===== src/hdl/incremental_insertion_sorter_macros.svh =====
// assertion macros for the insertion sorter
// each check is sampled on the rising clock edge and is off while reset is low
`ifndef INCREMENTAL_INSERTION_SORTER_MACROS_SVH
`define INCREMENTAL_INSERTION_SORTER_MACROS_SVH

`ifndef SYNTHESIS

`define IIS_ASSERT(lbl, prop) \
  lbl: assert property (@(posedge clk_i) disable iff (!rst_ni) (prop)) \
    else $error("insertion sorter check failed");

`define IIS_ASSERT_NEVER(lbl, cond) \
  lbl: assert property (@(posedge clk_i) disable iff (!rst_ni) !(cond)) \
    else $error("insertion sorter forbidden condition");

`else

`define IIS_ASSERT(lbl, prop)

`define IIS_ASSERT_NEVER(lbl, cond)

`endif

`endif


===== src/hdl/iis_pkg.sv =====
`default_nettype none

package iis_pkg;

  typedef enum logic [1:0] {
    ST_IDLE,
    ST_EMIT,
    ST_OVERFLOW
  } state_e;

  typedef enum logic [1:0] {
    CELL_HOLD,
    CELL_INSERT,
    CELL_ROTATE
  } cell_mode_e;

  typedef struct packed {
    cell_mode_e mode;
    logic       clear;
  } cell_ctrl_t;

  localparam int unsigned ELEM_W = 32;
  localparam int unsigned POS_W  = 4;

endpackage

`default_nettype wire


===== src/hdl/incremental_insertion_sorter.sv =====
// output: the run of results starts the cycle after a request is accepted; an overflow
// result also comes in the cycle after; the first value of a set gives no result
// busy: after an insertion that emits, busy stays high while the cell ring rotates
// one full turn to read out and restore the list, and while an overflow result is shown
// reset clears the fill count and all cell valid bits at once; stored values stay undefined
// the receiver cannot stall: each result is on the ports for exactly one cycle
`default_nettype none

`include "incremental_insertion_sorter_macros.svh"

module incremental_insertion_sorter import iis_pkg::*; #(
  parameter int unsigned DEPTH       = 16,
  parameter int unsigned VALUE_WIDTH = 32
) (
  input  wire logic                     clk_i,
  input  wire logic                     rst_ni,
  input  wire logic                     start,
  output logic                          busy,
  input  wire logic signed [ELEM_W-1:0] new_value_i,
  input  wire logic                     start_set_i,
  output logic                          result_valid_o,
  output logic signed [ELEM_W-1:0]      element_o,
  output logic [POS_W-1:0]              position_o,
  output logic                          last_of_run_o,
  output logic                          overflow_o
);

  localparam int unsigned CNT_W  = (DEPTH > 1) ? $clog2(DEPTH) : 1;
  localparam int unsigned FILL_W = $clog2(DEPTH + 1);

  state_e             state_q, state_d;
  logic [CNT_W-1:0]   cnt_q, cnt_d;
  logic [FILL_W-1:0]  fill_q, fill_d;
  logic [FILL_W-1:0]  fill_new;
  logic [FILL_W-1:0]  cnt_ext;
  logic               accept;
  logic               ovf_req;
  logic               ins_req;
  cell_ctrl_t         cell_ctrl;

  logic signed [VALUE_WIDTH-1:0] ins_value;
  logic signed [VALUE_WIDTH-1:0] cell_val   [DEPTH];
  logic [DEPTH-1:0]              cell_valid;
  logic [DEPTH-1:0]              cell_occ;
  logic [DEPTH-1:0]              cell_shift;

  assign accept    = start & ~busy;
  assign ovf_req   = accept & ~start_set_i & (fill_q == FILL_W'(DEPTH));
  assign ins_req   = accept & ~ovf_req;
  assign fill_new  = (start_set_i ? '0 : fill_q) + FILL_W'(1);
  assign ins_value = VALUE_WIDTH'(new_value_i);
  assign cnt_ext   = FILL_W'(cnt_q);

  // cell chain: insertion pushes toward higher positions, readout rotates toward cell 0
  for (genvar g = 0; g < DEPTH; g++) begin : g_cell
    localparam int unsigned NEXT = (g + 1) % DEPTH;
    if (g == 0) begin : g_head
      iis_cell #(
        .VALUE_WIDTH(VALUE_WIDTH)
      ) u_cell (
        .clk_i        (clk_i),
        .rst_ni       (rst_ni),
        .ctrl_i       (cell_ctrl),
        .ins_value_i  (ins_value),
        .left_val_i   (ins_value),
        .left_occ_i   (1'b1),
        .left_shift_i (1'b0),
        .right_val_i  (cell_val[NEXT]),
        .right_valid_i(cell_valid[NEXT]),
        .val_o        (cell_val[g]),
        .valid_o      (cell_valid[g]),
        .occ_o        (cell_occ[g]),
        .shift_o      (cell_shift[g])
      );
    end else begin : g_body
      iis_cell #(
        .VALUE_WIDTH(VALUE_WIDTH)
      ) u_cell (
        .clk_i        (clk_i),
        .rst_ni       (rst_ni),
        .ctrl_i       (cell_ctrl),
        .ins_value_i  (ins_value),
        .left_val_i   (cell_val[g-1]),
        .left_occ_i   (cell_occ[g-1]),
        .left_shift_i (cell_shift[g-1]),
        .right_val_i  (cell_val[NEXT]),
        .right_valid_i(cell_valid[NEXT]),
        .val_o        (cell_val[g]),
        .valid_o      (cell_valid[g]),
        .occ_o        (cell_occ[g]),
        .shift_o      (cell_shift[g])
      );
    end
  end

  // next state
  always_comb begin
    state_d = state_q;
    cnt_d   = '0;
    fill_d  = fill_q;
    if (ins_req) begin
      fill_d = fill_new;
    end
    case (state_q)
      ST_IDLE: begin
        if (ovf_req) begin
          state_d = ST_OVERFLOW;
        end else if (ins_req && (fill_new >= FILL_W'(2))) begin
          state_d = ST_EMIT;
        end
      end
      ST_EMIT: begin
        cnt_d = cnt_q + CNT_W'(1);
        if (cnt_q == CNT_W'(DEPTH - 1)) begin
          state_d = ST_IDLE;
          cnt_d   = '0;
        end
      end
      ST_OVERFLOW: begin
        state_d = ST_IDLE;
      end
      default: begin
        state_d = ST_IDLE;
      end
    endcase
  end

  // outputs and cell control
  always_comb begin
    busy           = 1'b1;
    result_valid_o = 1'b0;
    element_o      = '0;
    position_o     = '0;
    last_of_run_o  = 1'b0;
    overflow_o     = 1'b0;
    cell_ctrl      = '{mode: CELL_HOLD, clear: start_set_i};
    case (state_q)
      ST_IDLE: begin
        busy = 1'b0;
        if (ins_req) begin
          cell_ctrl.mode = CELL_INSERT;
        end
      end
      ST_EMIT: begin
        cell_ctrl.mode = CELL_ROTATE;
        // cell 0 holds entry cnt_q; the rest of the turn only restores the list
        result_valid_o = cnt_ext < fill_q;
        element_o      = ELEM_W'(cell_val[0]);
        position_o     = POS_W'(cnt_q);
        last_of_run_o  = (cnt_ext + FILL_W'(1)) == fill_q;
      end
      ST_OVERFLOW: begin
        result_valid_o = 1'b1;
        last_of_run_o  = 1'b1;
        overflow_o     = 1'b1;
      end
      default: begin
        busy = 1'b1;
      end
    endcase
  end

  always_ff @(posedge clk_i or negedge rst_ni) begin
    if (!rst_ni) begin
      state_q <= ST_IDLE;
      cnt_q   <= '0;
      fill_q  <= '0;
    end else begin
      state_q <= state_d;
      cnt_q   <= cnt_d;
      fill_q  <= fill_d;
    end
  end

  `IIS_ASSERT(a_full_gives_overflow, (accept && !start_set_i && (fill_q == FILL_W'(DEPTH))) |=> (result_valid_o && overflow_o && last_of_run_o))
  `IIS_ASSERT(a_idle_valid_matches_fill, (state_q == ST_IDLE) |-> ($countones(cell_valid) == int'(fill_q)))
  `IIS_ASSERT_NEVER(a_fill_in_range, fill_q > FILL_W'(DEPTH))
  `IIS_ASSERT(a_run_entry_valid, (result_valid_o && !overflow_o) |-> cell_valid[0])

endmodule

`default_nettype wire


===== src/hdl/iis_cell.sv =====
`default_nettype none

module iis_cell import iis_pkg::*; #(
  parameter int unsigned VALUE_WIDTH = 32
) (
  input  wire logic                          clk_i,
  input  wire logic                          rst_ni,
  input  wire cell_ctrl_t                    ctrl_i,
  input  wire logic signed [VALUE_WIDTH-1:0] ins_value_i,
  input  wire logic signed [VALUE_WIDTH-1:0] left_val_i,
  input  wire logic                          left_occ_i,
  input  wire logic                          left_shift_i,
  input  wire logic signed [VALUE_WIDTH-1:0] right_val_i,
  input  wire logic                          right_valid_i,
  output logic signed [VALUE_WIDTH-1:0]      val_o,
  output logic                               valid_o,
  output logic                               occ_o,
  output logic                               shift_o
);

  logic signed [VALUE_WIDTH-1:0] val_q, val_d;
  logic                          valid_q, valid_d;
  logic                          occ;
  logic                          shift;

  // a new set sees every cell as empty
  assign occ   = valid_q & ~ctrl_i.clear;
  assign shift = occ & (ins_value_i < val_q);

  always_comb begin
    val_d   = val_q;
    valid_d = valid_q;
    case (ctrl_i.mode)
      CELL_INSERT: begin
        if (left_shift_i) begin
          val_d   = left_val_i;
          valid_d = 1'b1;
        end else if (shift || (!occ && left_occ_i)) begin
          val_d   = ins_value_i;
          valid_d = 1'b1;
        end else begin
          valid_d = occ;
        end
      end
      CELL_ROTATE: begin
        val_d   = right_val_i;
        valid_d = right_valid_i;
      end
      default: begin
        val_d   = val_q;
        valid_d = valid_q;
      end
    endcase
  end

  always_ff @(posedge clk_i or negedge rst_ni) begin
    if (!rst_ni) begin
      valid_q <= 1'b0;
    end else begin
      valid_q <= valid_d;
    end
  end

  always_ff @(posedge clk_i) begin
    val_q <= val_d;
  end

  assign val_o   = val_q;
  assign valid_o = valid_q;
  assign occ_o   = occ;
  assign shift_o = shift;

endmodule

`default_nettype wire

===== config.mk =====
export PLATFORM = sky130hd
export DESIGN_NAME = incremental_insertion_sorter
export DESIGN_NICKNAME = d
export VERILOG_FILES = /design/src/hdl/iis_pkg.sv /design/src/hdl/incremental_insertion_sorter.sv /design/src/hdl/iis_cell.sv
export VERILOG_INCLUDE_DIRS = /design/src /design/src/hdl
export SDC_FILE = /design/constraint.sdc
export NUM_CORES = 2
export LEC_CHECK = 0
export ABC_AREA = 1
export BUFFER_PORTS_ARGS = -buffer_cell sky130_fd_sc_hd__buf_2
export CAP_MARGIN = 5
export CORE_UTILIZATION = 42
export CTS_CLUSTER_DIAMETER = 60
export CTS_CLUSTER_SIZE = 12
export DETAILED_ROUTE_END_ITERATION = 10
export PLACE_DENSITY = 0.58
export SLEW_MARGIN = 20
export SYNTH_ARGS = -nofsm -noshare
export SYNTH_HDL_FRONTEND = slang
export SYNTH_SLANG_ARGS = --single-unit
export TNS_END_PERCENT = 100

===== constraint.sdc =====
create_clock -name clk_i -period 9.87 [get_ports clk_i]
set_input_delay 1.974 -clock clk_i [delete_from_list [all_inputs] [get_ports clk_i]]
set_output_delay 1.974 -clock clk_i [all_outputs]
set_load 0.03 [all_outputs]

==> results.ini <==
[status]
status=complete, no violations

[global_route]
grt_pass1_wl_um=239000
grt_max_degree=112
grt_overflow_total=0
first_global_vias=39600
antenna_found_initial=1
track_usage_pct=30.3

[logic_synthesis]
synth-edff-count=512
synth_cells=5846
synthAdderAreaFrac_pct=14.6
synthMuxAreaShare_pct=0
syn_nets=6388
synth_simple_gate_area_share_pct=33.6
synthArstFlopShare_pct=5.01
ys.flop_type=edfxtp_1
ys_warn_count=0
synth.distinct_cells=37
synth_compound_area_share_pct=4.80
synth_top_family_by_area=simple AND/OR/NAND/NOR gates
synth_seq_cells=539
synthesis.area_um2=43500
synth-xor-area-share_pct=0.121
yosysSeqAreaShare_pct=36.9
syn_avg_cell_area_um2=7.44

[cts]
cts_resized=0
ctsRootBufferMaster=clkbuf_16
cts_setup_buffers=0
cts_sinks=539
cts_buffer_depth=3
cts_buffers=68
postCtsHoldBufs=0
clkTransAtPathRegs_ns=0.06
cts_tree=built
clk_latency_ns=0.65
cts_htree_levels=3

[worst_setup_path]
cpPeakStageDelay_ns=0.79
path_cells=buf_2, ha_1, a21oi_1, nor2_1, nor3_1, nand2_1, nand2_1, nand2_1, nand2_1, nand2_1, nand2_2, nand3_2, nand2_1, nor2_1, nor2_4
end_kind=flip-flop
start_kind=input port
critPathKind=in -> reg
critPathArrivalTime_ns=6.21
crit_top_cell=nand2_1
required_ns=10.11
cp_max_fo=33
critPathSlowestCell=nand3_2

[timing]
fmax_mhz=168
tightestPinTransition_ns=1.28
fin_crit_sh_pct=60.4
maxSlewViolCount=0
skew_ns=0.0312
fin_setup_tns_ns=0
hold_violations=0
timing.final.ws_setup_ns=3.91
setup_viol=0
period_needed_ns=5.96
rsz0062_at_grt=no
max_slew_margin_pct=14.7

[placement]
dp_slack_ns=3.27
portBuffers=75
routabilityCongestion=0.918
placed_cells=7021
hpwlAfterDp_um=112000

[floorplan]
ios=76
core_area_um2=102000
die_w_um=324
die_area_um2=105000
row_count=117
start_util_pct=42.5
fp.dieH_um=324

[finish]
final_common_cell=nand2_1
final_cell_mix=nand2_1 (2010), inv_1 (742), nand3_1 (533)
regArea_um2=16100
multi_input_area_um2=23200
drive_gt1_share_pct=5.54
final_nets=6267
syn_to_final_growth_pct=8.06
n_fill_cell=10500
stdcell_count=7142

[drt]
wl_per_cell_um=22.4
vias=40900
drc=0
drtAntennaViolNets=0
drt-initial-drc-count=3994
dr.pass1.iters=6
vias_per_cell=5.73
wl_um=160000

[pwr]
swShare_pct=50.1
p_switching_uw=8350
ir_drop_v=0.000253
powerDensity_nw_per_um2=355
pwr-share-seq_pct=31.6
cellLeakagePower_uw=0.0236
pwr-share-comb_pct=52.9
internal_power_uw=8320
p_clk_share_pct=15.5

[hold_path]
hp-class=reg -> reg

[job]
drv_cap=0

synth_stat cells (all sizes together), types with 7 or more instances:
library cell,n,area (um^2)
a21oi,238,1190
buf,197,991
clkbuf,142,533
dfrtp,27,676
edfxtp,512,15400
ha,506,6330
inv,744,2790
nand2,2022,7620
nand3,556,2950
nand4,501,3130
nor2,185,702
nor3,33,165
o21a,7,52.6
o21ai,147,736
power groups by stage:
stage          Clock [uW]  Combinational [uW]  Sequential (uW)
4_1_cts              2610                8660             5260
3_5_place_dp            0                8630             5290
3_3_place_gp            0                8440             5280
5_1_grt              2680                9840             5380
2_1_floorplan           0                6070             4920
6_report             2580                8830             5270
layout make-up:
type	count	share of cell area (%)
inverters	745	5.97
multi-input cells	4223	49.4
clock buffers	83	3.94
well taps	1368	3.64
flip-flops and latches	539	34.2
repair buffers	148	2.09
diodes	1	0.00533
clock inverters	35	0.743
routing by layer:
layer	track usage, %	up-vias	routed length (um)
met1	37.5	19400	63700
met5	0	-	0
met3	4.02	418	11200
met4	13.8	0	8000
met2	52.1	1733	77300
li1	-	19400	-
cell families (layout without fill, tap and decap cells):
| family | Yosys count | count (layout) |
|---|---|---|
| DFF | 539 | 539 |
| and+or+nand+nor | 3305 | 3305 |
| xor gates and xnor gates | 6 | 6 |
| AOI/OAI and AO/OA | 406 | 406 |
| adders and majority gates | 506 | 506 |
| buffers and inverters | 1084 | 1011 |
| other | 0 | 1 |
stage by stage:
stage	hold slack [ns]	util, %	power [uW]	instance area [um^2]
floorplan	0.471	-	11000	43500
global placement	0.513	43.7	13700	44700
detailed placement	0.528	43.8	13900	44700
CTS	0.538	45.9	16500	46900
global route	0.569	46.0	17900	47000
finish	0.531	46.0	16700	47000
flip-flops by register name (all words and copies together) (netlist names):
register / flops
g_cell.g_body.u_cell.val_o: 480
g_cell.g_head.u_cell.val_o: 32
g_cell.g_body.u_cell.valid_o: 15
fill_q: 5
cnt_q: 4
state_q: 2
g_cell.g_head.u_cell.valid_o: 1
worst paths after layout:
| check | startpoint | end | slack, ns | cells past startpoint |
|---|---|---|---|---|
| setup / recovery | new_value_i[5] | g_cell[14].g_body.u_cell.val_o[6] | 3.91 | 15 |
| hold / removal | cnt_q[0] | cnt_q[0] | 0.53 | 1 |
| setup reg to reg | state_q[1] | g_cell[5].g_body.u_cell.val_o[1] | 5.09 | 11 |
| hold reg to reg | cnt_q[0] | cnt_q[0] | 0.53 | 1 |
| max in group asynchronous | rst_ni | g_cell[6].g_body.u_cell.valid_o | 7.90 | 1 |
| min in group asynchronous | rst_ni | g_cell[12].g_body.u_cell.valid_o | 1.43 | 1 |
worst max-delay path: cells and delay by family:
family                     cells  cell delay (ns)
adders and majority gates      1             0.36
buffers and inverters          1             0.51
and+or+nand+nor               12             3.13
AOI/OAI and AO/OA              1             0.15
Note: power is estimated with default switching activity, not from simulation.
